### src/rtl/sparse_weight_update_decoder_top_macros.svh
// Assertion macros shared by the sparse weight update decoder RTL.
// Expects clk and rst_n in the scope where a macro is used.
`ifndef SPARSE_WEIGHT_UPDATE_DECODER_TOP_MACROS_SVH
`define SPARSE_WEIGHT_UPDATE_DECODER_TOP_MACROS_SVH

// Same-cycle implication, checked out of reset.
`define SWUD_ASSERT_NOW(label, ante, cons, msg) \
  label: assert property (@(posedge clk) disable iff (!rst_n) (ante) |-> (cons)) \
    else $error(msg);

// Next-cycle implication, checked out of reset.
`define SWUD_ASSERT_NEXT(label, ante, cons, msg) \
  label: assert property (@(posedge clk) disable iff (!rst_n) (ante) |=> (cons)) \
    else $error(msg);

`endif

### src/rtl/swud_pkg.sv
// Types and constants of the sparse weight update decoder.
// No dependencies; imported by every module of the block.
`timescale 1ns / 1ps

package swud_pkg;

  // Configuration register indexes
  localparam logic [1:0] CFG_SECTION_STRIDE    = 2'd0;
  localparam logic [1:0] CFG_LENGTH_FIELD_BITS = 2'd1;
  localparam logic [1:0] CFG_INDEX_SHIFT       = 2'd2;

  localparam logic [15:0] RST_SECTION_STRIDE    = 16'd804;
  localparam logic [3:0]  RST_LENGTH_FIELD_BITS = 4'd5;
  localparam logic [3:0]  RST_INDEX_SHIFT       = 4'd5;

  typedef enum logic [1:0] {
    PH_IDLE   = 2'd0,  // section or header byte
    PH_HDR_LO = 2'd1,  // header low byte
    PH_WT_HI  = 2'd2,  // weight high byte
    PH_WT_LO  = 2'd3   // weight low byte
  } swud_phase_t;

  typedef struct packed {
    logic [7:0] packet_byte;
    logic       first_of_packet;
  } swud_in_t;

  typedef struct packed {
    logic [15:0]        weight_position;
    logic signed [15:0] weight_value;
  } swud_out_t;

  // One decoded weight waiting for its position
  typedef struct packed {
    logic [15:0] word;
    logic [6:0]  section;
    logic [14:0] index;
    logic [14:0] offset;
  } swud_job_t;

  typedef struct packed {
    logic empty;
    logic full;
  } swud_q_stat_t;

endpackage

### src/rtl/swud_front.sv
// Byte parser: tracks section, run header and weight bytes, emits weight jobs.
// Depends on swud_pkg and the assertion macro header.
`timescale 1ns / 1ps
`include "sparse_weight_update_decoder_top_macros.svh"

module swud_front
  import swud_pkg::*;
(
  input  logic        clk,
  input  logic        rst_n,
  input  logic        accept,
  input  swud_in_t    in_item,
  input  logic [3:0]  length_field_bits,
  input  logic [3:0]  index_shift,
  output logic        push,
  output swud_job_t   job
);

  swud_phase_t phase_r, phase_nxt;
  logic [7:0]  held_r, held_nxt;
  logic [6:0]  sec_r, sec_nxt;
  logic [14:0] idx_r, idx_nxt;
  logic [14:0] len_r, len_nxt;
  logic [14:0] off_r, off_nxt;

  // state as seen after an optional packet restart
  swud_phase_t eff_phase;
  logic [7:0]  eff_held;
  logic [6:0]  eff_sec;
  logic [14:0] eff_idx;
  logic [14:0] eff_len;
  logic [14:0] eff_off;

  logic [7:0]  b;
  logic [14:0] hdr;
  logic [14:0] hdr_idx;
  logic [15:0] len_mask;
  logic [14:0] hdr_len;
  logic [15:0] off_inc;
  logic        run_done;

  assign b = in_item.packet_byte;

  always_comb begin
    if (in_item.first_of_packet) begin
      eff_phase = PH_IDLE;
      eff_held  = '0;
      eff_sec   = '0;
      eff_idx   = '0;
      eff_len   = '0;
      eff_off   = '0;
    end else begin
      eff_phase = phase_r;
      eff_held  = held_r;
      eff_sec   = sec_r;
      eff_idx   = idx_r;
      eff_len   = len_r;
      eff_off   = off_r;
    end
  end

  assign hdr      = {eff_held[6:0], b};
  assign hdr_idx  = hdr >> index_shift;
  assign len_mask = (16'd1 << length_field_bits) - 16'd1;
  assign hdr_len  = hdr & len_mask[14:0];
  assign off_inc  = {1'b0, eff_off} + 16'd1;
  assign run_done = off_inc >= {1'b0, eff_len};

  // next state
  always_comb begin
    phase_nxt = eff_phase;
    held_nxt  = eff_held;
    sec_nxt   = eff_sec;
    idx_nxt   = eff_idx;
    len_nxt   = eff_len;
    off_nxt   = eff_off;
    case (eff_phase)
      PH_IDLE: begin
        if (!b[7]) begin
          sec_nxt = b[6:0];
        end else begin
          held_nxt  = b;
          phase_nxt = PH_HDR_LO;
        end
      end
      PH_HDR_LO: begin
        idx_nxt   = hdr_idx;
        len_nxt   = hdr_len;
        off_nxt   = '0;
        phase_nxt = (hdr_len == '0) ? PH_IDLE : PH_WT_HI;
      end
      PH_WT_HI: begin
        held_nxt  = b;
        phase_nxt = PH_WT_LO;
      end
      PH_WT_LO: begin
        if (run_done) begin
          off_nxt   = '0;
          len_nxt   = '0;
          phase_nxt = PH_IDLE;
        end else begin
          off_nxt   = off_inc[14:0];
          phase_nxt = PH_WT_HI;
        end
      end
      default: phase_nxt = PH_IDLE;
    endcase
  end

  // outputs
  always_comb begin
    job.word    = {eff_held, b};
    job.section = eff_sec;
    job.index   = eff_idx;
    job.offset  = eff_off;
    case (eff_phase)
      PH_WT_LO: push = accept;
      default:  push = 1'b0;
    endcase
  end

  always_ff @(posedge clk) begin
    if (!rst_n) begin
      phase_r <= PH_IDLE;
      held_r  <= '0;
      sec_r   <= '0;
      idx_r   <= '0;
      len_r   <= '0;
      off_r   <= '0;
    end else if (accept) begin
      phase_r <= phase_nxt;
      held_r  <= held_nxt;
      sec_r   <= sec_nxt;
      idx_r   <= idx_nxt;
      len_r   <= len_nxt;
      off_r   <= off_nxt;
    end
  end

  // a weight phase always has a nonempty run with the offset inside it
  `SWUD_ASSERT_NOW(a_run_nonempty, (phase_r == PH_WT_HI) || (phase_r == PH_WT_LO), off_r < len_r, "weight phase with offset outside run")
  `SWUD_ASSERT_NEXT(a_idle_after_last, accept && push && run_done, phase_r == PH_IDLE, "last weight of run did not return to idle")

endmodule

### src/rtl/swud_queue.sv
// Short FIFO of weight jobs between the parser and the position unit.
// Depends on swud_pkg and the assertion macro header.
`timescale 1ns / 1ps
`include "sparse_weight_update_decoder_top_macros.svh"

module swud_queue
  import swud_pkg::*;
#(
  parameter int DEPTH = 4  // 2 or more
)
(
  input  logic         clk,
  input  logic         rst_n,
  input  logic         push,
  input  swud_job_t    push_job,
  input  logic         pop,
  output swud_job_t    head_job,
  output swud_q_stat_t stat
);

  localparam int PTR_W = $clog2(DEPTH);
  localparam int CNT_W = $clog2(DEPTH + 1);

  swud_job_t        mem_r [DEPTH];
  logic [PTR_W-1:0] wr_ptr_r, wr_ptr_nxt;
  logic [PTR_W-1:0] rd_ptr_r, rd_ptr_nxt;
  logic [CNT_W-1:0] count_r, count_nxt;

  assign stat.empty = (count_r == '0);
  assign stat.full  = (count_r == CNT_W'(DEPTH));
  assign head_job   = mem_r[rd_ptr_r];

  always_comb begin
    wr_ptr_nxt = wr_ptr_r;
    rd_ptr_nxt = rd_ptr_r;
    count_nxt  = count_r;
    if (push) begin
      wr_ptr_nxt = (wr_ptr_r == PTR_W'(DEPTH - 1)) ? '0 : wr_ptr_r + PTR_W'(1);
    end
    if (pop) begin
      rd_ptr_nxt = (rd_ptr_r == PTR_W'(DEPTH - 1)) ? '0 : rd_ptr_r + PTR_W'(1);
    end
    case ({push, pop})
      2'b10:   count_nxt = count_r + CNT_W'(1);
      2'b01:   count_nxt = count_r - CNT_W'(1);
      default: count_nxt = count_r;
    endcase
  end

  always_ff @(posedge clk) begin
    if (!rst_n) begin
      wr_ptr_r <= '0;
      rd_ptr_r <= '0;
      count_r  <= '0;
    end else begin
      wr_ptr_r <= wr_ptr_nxt;
      rd_ptr_r <= rd_ptr_nxt;
      count_r  <= count_nxt;
    end
  end

  always_ff @(posedge clk) begin
    if (push) begin
      mem_r[wr_ptr_r] <= push_job;
    end
  end

  `SWUD_ASSERT_NOW(a_no_overflow, push, !stat.full, "push into full queue")
  `SWUD_ASSERT_NOW(a_no_underflow, pop, !stat.empty, "pop from empty queue")

endmodule

### src/rtl/swud_back.sv
// Position unit: stride*section multiply, add of index and offset, output register.
// Depends on swud_pkg and the assertion macro header.
`timescale 1ns / 1ps
`include "sparse_weight_update_decoder_top_macros.svh"

module swud_back
  import swud_pkg::*;
(
  input  logic         clk,
  input  logic         rst_n,
  input  logic [15:0]  section_stride,
  input  swud_job_t    head_job,
  input  swud_q_stat_t q_stat,
  output logic         pop,
  output logic         out_valid,
  output swud_out_t    out_data,
  input  logic         out_stall
);

  logic        s1_v_r, s1_v_nxt;
  logic [15:0] s1_prod_r;
  logic [15:0] s1_io_r;
  logic [15:0] s1_word_r;
  logic        s2_v_r, s2_v_nxt;
  swud_out_t   s2_r;

  logic        s2_ready;
  logic        s1_ready;
  logic [22:0] prod_full;
  logic [15:0] io_sum;

  assign s2_ready = !s2_v_r || !out_stall;
  assign s1_ready = !s1_v_r || s2_ready;
  assign pop      = !q_stat.empty && s1_ready;

  assign prod_full = {7'd0, section_stride} * {16'd0, head_job.section};
  assign io_sum    = {1'b0, head_job.index} + {1'b0, head_job.offset};

  always_comb begin
    s1_v_nxt = s1_v_r;
    if (s1_ready) begin
      s1_v_nxt = pop;
    end
    s2_v_nxt = s2_v_r;
    if (s2_ready) begin
      s2_v_nxt = s1_v_r;
    end
  end

  always_ff @(posedge clk) begin
    if (!rst_n) begin
      s1_v_r <= 1'b0;
      s2_v_r <= 1'b0;
    end else begin
      s1_v_r <= s1_v_nxt;
      s2_v_r <= s2_v_nxt;
    end
  end

  always_ff @(posedge clk) begin
    if (pop) begin
      s1_prod_r <= prod_full[15:0];
      s1_io_r   <= io_sum;
      s1_word_r <= head_job.word;
    end
    if (s2_ready && s1_v_r) begin
      s2_r.weight_position <= s1_prod_r + s1_io_r;
      s2_r.weight_value    <= s1_word_r;
    end
  end

  assign out_valid = s2_v_r;
  assign out_data  = s2_r;

  `SWUD_ASSERT_NEXT(a_stage1_flows, s1_v_r && s2_ready, s2_v_r, "stage 1 result lost on advance")

endmodule

### src/rtl/sparse_weight_update_decoder_top.sv
// A weight goes from its low byte through the job queue, stage 1 and stage 2 to out_valid.
// Throughput: one byte per cycle; in_stall rises only when the job queue is full.
// The rate is set by the parser, which handles one byte a cycle, and the back pipeline,
// which finishes one weight a cycle unless stalled (one 16x7 multiply stage, one add stage).
// Reset: rst_n synchronous, active low; clears parser, queue and pipeline valids and
// loads the register defaults (stride 804, length bits 5, index shift 5).
`timescale 1ns / 1ps

module sparse_weight_update_decoder_top
  import swud_pkg::*;
#(
  parameter int QUEUE_DEPTH = 4  // weight jobs buffered between parser and position unit
)
(
  input  logic        clk,
  input  logic        rst_n,
  // packet byte channel
  input  logic        in_valid,
  output logic        in_stall,
  input  swud_in_t    in_data,
  // weight update channel
  output logic        out_valid,
  input  logic        out_stall,
  output swud_out_t   out_data,
  // configuration writes
  input  logic        cfg_we,
  input  logic [1:0]  cfg_index,
  input  logic [15:0] cfg_wdata
);

  logic [15:0] stride_r, stride_nxt;
  logic [3:0]  lfb_r, lfb_nxt;
  logic [3:0]  ishift_r, ishift_nxt;

  logic         in_accept;
  logic         push;
  swud_job_t    push_job;
  swud_job_t    head_job;
  logic         pop;
  swud_q_stat_t q_stat;

  // Configuration registers. Writes must happen only with the block idle (the block
  // does not enforce this), so the parser and position unit read them directly.
  always_comb begin
    stride_nxt = stride_r;
    lfb_nxt    = lfb_r;
    ishift_nxt = ishift_r;
    if (cfg_we) begin
      case (cfg_index)
        CFG_SECTION_STRIDE:    stride_nxt = cfg_wdata;
        CFG_LENGTH_FIELD_BITS: lfb_nxt    = cfg_wdata[3:0];
        CFG_INDEX_SHIFT:       ishift_nxt = cfg_wdata[3:0];
        default:               stride_nxt = stride_r;  // unmapped index: ignored
      endcase
    end
  end

  always_ff @(posedge clk) begin
    if (!rst_n) begin
      stride_r <= RST_SECTION_STRIDE;
      lfb_r    <= RST_LENGTH_FIELD_BITS;
      ishift_r <= RST_INDEX_SHIFT;
    end else begin
      stride_r <= stride_nxt;
      lfb_r    <= lfb_nxt;
      ishift_r <= ishift_nxt;
    end
  end

  // The parser takes a transaction whenever the queue has room, even while the
  // output side is stalled; the queue absorbs the difference.
  assign in_stall  = q_stat.full;
  assign in_accept = in_valid && !in_stall;

  swud_front u_front (
    .clk               (clk),
    .rst_n             (rst_n),
    .accept            (in_accept),
    .in_item           (in_data),
    .length_field_bits (lfb_r),
    .index_shift       (ishift_r),
    .push              (push),
    .job               (push_job)
  );

  swud_queue #(
    .DEPTH (QUEUE_DEPTH)
  ) u_queue (
    .clk      (clk),
    .rst_n    (rst_n),
    .push     (push),
    .push_job (push_job),
    .pop      (pop),
    .head_job (head_job),
    .stat     (q_stat)
  );

  // Position = stride*section + index + offset, modulo 2^16, then the output
  // register holds the transaction until out_stall drops.
  swud_back u_back (
    .clk            (clk),
    .rst_n          (rst_n),
    .section_stride (stride_r),
    .head_job       (head_job),
    .q_stat         (q_stat),
    .pop            (pop),
    .out_valid      (out_valid),
    .out_data       (out_data),
    .out_stall      (out_stall)
  );

endmodule

### config.mk
export PLATFORM = sky130hd
export DESIGN_NAME = sparse_weight_update_decoder_top
export DESIGN_NICKNAME = d
export VERILOG_FILES = /design/src/rtl/swud_pkg.sv /design/src/rtl/swud_front.sv /design/src/rtl/swud_queue.sv /design/src/rtl/swud_back.sv /design/src/rtl/sparse_weight_update_decoder_top.sv
export VERILOG_INCLUDE_DIRS = /design/src /design/src/rtl
export SDC_FILE = /design/constraint.sdc
export NUM_CORES = 1
export LEC_CHECK = 0
export BUFFER_PORTS_ARGS = -buffer_cell sky130_fd_sc_hd__buf_2
export CAP_MARGIN = 20
export CORE_MARGIN = 2
export CORE_UTILIZATION = 55
export CTS_CLUSTER_SIZE = 24
export DETAILED_ROUTE_END_ITERATION = 8
export HOLD_SLACK_MARGIN = 0.03
export PLACE_DENSITY = 0.72
export SYNTH_ARGS = -nofsm -noshare
export SYNTH_HDL_FRONTEND = slang
export SYNTH_SLANG_ARGS = --single-unit
export TNS_END_PERCENT = 20
### constraint.sdc
create_clock -name clk -period 7.3 [get_ports clk]
set_input_delay 1.46 -clock clk [delete_from_list [all_inputs] [get_ports clk]]
set_output_delay 1.46 -clock clk [all_outputs]
set_load 0.02 [all_outputs]
==> results by stage <==
Outcome:
- The run finished with clean final reports.

Global route:
- The via count of the first global-routing pass is 11900.
- Entering global routing, the biggest net connects 76 pins.
- The number of antenna violations at the first check in global routing is 0.
- The first-pass GRT wire length is 64600 um.
- The met1 layer usage reported by global route is 32.6%.
- The total global routing track utilization is 22.7%.
- In the global route stage, met2 resource usage came out at 37.0%.
- In this run the most used layer during global routing was met2.
- The aggregate global routing overflow is 0.
- The global-route track usage on met3 is 3.22%.

Drt:
- The post-detailed-route DRC marker count is 0.
- In this run the remaining antenna-violating nets after routing total 0.
- For this run, the detailed router's first-pass iteration total came to 5.
- The count of routing violations after the opening detailed-route iteration is 857.
- After detailed routing, the number of vias per cell comes to 5.78.
- The final wirelength is 40300 um.
- The routed wire length per instance is 19.4 um.
- Across all layers, the routed design uses 12000 vias.

Power and ir drop:
- The peak supply drop is 0.490 mV.
- For this design the ratio of total power to cell area is 395 nW/um2.
- The cell leakage power is 0.00818 uW.

Floorplan:
- The die boundary height is 192 um.
- After floorplanning, the core was sized to cover 34700 um2.
- In this run the core area contains 68 standard-cell rows.
- The die covers 37000 um2.
- The initial cell density of the core is 56.2%.
- The die extent in x is 192 um.
- The number of top-level design ports is 66.

Clock network:
- TritonCTS built the clock tree.
- The post-CTS setup buffer count is 0.
- Clock tree synthesis found a total of 389 sinks.
- The number of buffers inserted by hold repair at cts is 0.
- TritonCTS created 41 clock buffers.
- The clock transition at the registers of the reported paths is 0.06 ns.
- The root buffer cell chosen for the clock tree is sky130_fd_sc_hd__clkbuf_16.
- The clock insertion delay at the later pin of the skew report is 0.54 ns.
- No sink is reached through more buffers than the 3 on the longest clock path.
- Gates resized during post-CTS repair numbered 0.
- The number of H-tree levels is 2.

Place:
- The routability congestion estimate is 0.863.
- During placement, the flow inserted port buffers numbering 65.
- Including well taps, the total number of placed cells is 2002.
- The sum of net half-perimeters after detailed placement is 27000 um.

Min path:
- The startpoint identified for the worst hold timing path is u_back.s1_word_r[4]$_DFFE_PP_.
- The classification of the worst-slack hold path is flip-flop to flip-flop.

STA:
- The period utilization is 72.8%.
- The number of pins exceeding their max-slew limit in the final report is 0.
- In this run the tightest slew margin relative to its limit is 29.0%.
- The hold slack is 0.417 ns.
- The total negative slack for setup checks is 0 ns.
- On the final layout, the worst clock skew is 0.0134 ns.
- Setup violations remaining at the end of the flow were counted as 0.
- After layout, the minimum clock period comes to 5.31 ns.
- The fmax is 0.188 GHz.
- The number of endpoints with negative hold slack in the final report is 0.
- At the pin with the least slew margin, the transition time is 1.06 ns.
- Setup repair after global routing left no endpoint under its margin.

Synth:
- The Yosys step of the flow raised 0 warnings.
- Counting every instance in the synthesized netlist gives 1538.
- Of all flip-flops after synthesis, the portion carrying an async set or reset was 0%.
- The synthesized flop and latch total is 389.
- Yosys mapped a number of flops with a built-in enable equal to 292.
- The proportion of netlist area held by the largest area contributor is 45.0%.
- The synthesized design spends more area on one cell type than any other, namely sky130_fd_sc_hd__edfxtp_1.
- The most used flip-flop cell after synthesis is sky130_fd_sc_hd__edfxtp_1.
- The net count after synthesis is 1700.
- A synthesized cell averages 12.7 um2.
- The sequential area share after synthesis is 54.9%.
- The distinct cell type count of the synthesized netlist is 82.
- The post-synthesis instance area is 19500 um2.
- After synthesis, the cell types taking the most area are sky130_fd_sc_hd__edfxtp_1, sky130_fd_sc_hd__dfxtp_1, sky130_fd_sc_hd__mux4_2.

Critical path:
- The type of origin of the critical path is a flip-flop.
- The kind of capture point of the worst setup path is a flip-flop.
- The largest individual stage delay along the critical path comes from the cell sky130_fd_sc_hd__mux4_2.
- The critical path is of the flip-flop to flip-flop type.
- The critical path contains buffers and inverters numbering 4 combined.
- The critical path goes through mux4_2 -> and2_1 -> fa_1 -> inv_1 -> fa_1 -> inv_1 -> fa_1 -> inv_1 -> fa_1 -> inv_1 -> ha_1 -> or4_1 -> and3_1 -> nor4b_2 -> o41ai_1 -> xnor2_1.
- STA puts the critical path data arrival time at 5.59 ns.
- Grouping stages by cell kind, the critical path spends the most delay in adder cells.
- The largest fanout on the critical path is 14.
- The data required time of the critical path is 7.57 ns.
- The critical path's largest stage delay is 0.67 ns.

Final layout:
- The repair_antennas step left the layout with diodes totalling 0.
- The commonest non-fill, non-tap cell in the layout is sky130_fd_sc_hd__edfxtp_1.
- The count of nets after finishing is 1753.
- The top cell types in the final layout, fill and taps aside, are sky130_fd_sc_hd__edfxtp_1, sky130_fd_sc_hd__nand2_1, sky130_fd_sc_hd__nor2_1.
- The fraction of final layout cells with drive strength greater than 1 is 15.0%.
- The finished layout holds 2079 standard cells, fillers aside.
- Relative to the synthesized area, the layout overhead comes to 11.1%.
- Cells fill 62.4% of the core in the end.

Run:
- The number of maximum-capacitance violations is 0.
[cells by family after synthesis]
kind of cell | share of synthesized area [%]
XOR/XNOR | 2.77
AND/OR/NAND/NOR | 12.1
adder cells (fa/ha/maj) | 10.5
AO/OA/AOI/OAI | 8.53
flip-flops | 54.9
multiplexers | 8.09
buffers and inverters | 3.11
[path summary, 6_finish.rpt]
path	endpoint	slack, ns	depth (start not counted)
min reg2reg	u_back.out_data[4]$_DFFE_PP_	0.42	0
max	u_back.s1_prod_r[15]$_DFFE_PP_	1.99	16
min	u_back.out_data[4]$_DFFE_PP_	0.42	0
max reg2reg	u_back.s1_prod_r[15]$_DFFE_PP_	1.99	16
[metrics by stage]
| step | power, uW | instance area (um2) | setup slack [ns] |
|---|---|---|---|
| 2_1_floorplan | 5680 | 19500 | 1.58 |
| 4_1_cts | 8630 | 21700 | 1.96 |
| 6_report | 8570 | 21700 | 1.99 |
| 5_1_grt | 9160 | 21700 | 1.70 |
| 3_3_place_gp | 6370 | 20200 | 2.02 |
| 3_5_place_dp | 6440 | 20200 | 1.96 |
[cell type report]
type / count / area (um2)
Inverter: 89 / 334
Fill cell: 2669 / 13000
Multi-Input combinational cell: 996 / 8230
Sequential cell: 389 / 10700
Clock buffer: 51 / 1100
Tap cell: 455 / 569
Timing Repair Buffer: 74 / 397
Clock inverter: 25 / 327
[layer usage]
| layer | part of all wire (%) | vias to the layer above |
|---|---|---|
| met5 | 0 | - |
| met4 | 1.9 | 0 |
| met3 | 5.0 | 56 |
| met2 | 48 | 307 |
| met1 | 46 | 5947 |
| li1 | - | 5698 |
[cell usage after synthesis (all sizes together) (19+ instances only)]
library cell	number
nor2b	54
nand3	23
mux4	56
a22oi	24
buf	19
xnor2	39
dfxtp	97
xor2	21
inv	89
fa	55
nand2	127
a21oi	81
nor2	97
edfxtp	292
nand2b	26
ha	75
clkbuf	45
mux2i	26
o21ai	62
and2	71
[registers in the layout, summed over array words and instances (netlist names), named ones only]
register,count
u_back.s1_v_r,1
u_back.out_valid,1
ishift_r,4
u_queue.count_r,3
lfb_r,4
u_front.held_r,8
u_back.s1_prod_r,16
u_front.idx_r,15
u_front.sec_r,7
stride_r,16
u_front.len_r,15
u_front.off_r,15
u_back.s1_io_r,16
u_queue.rd_ptr_r,2
u_back.s1_word_r,16
u_back.out_data,32
u_queue.mem_r,212
u_queue.wr_ptr_r,2
u_front.phase_r,2
[power breakdown]
part	internal [uW]	total, uW	switching, uW
logic	1440	3380	1940
registers	2890	3010	122
clock network	1300	2180	875
total	5630	8570	2930
Note: power is estimated with default switching activity, not from simulation.
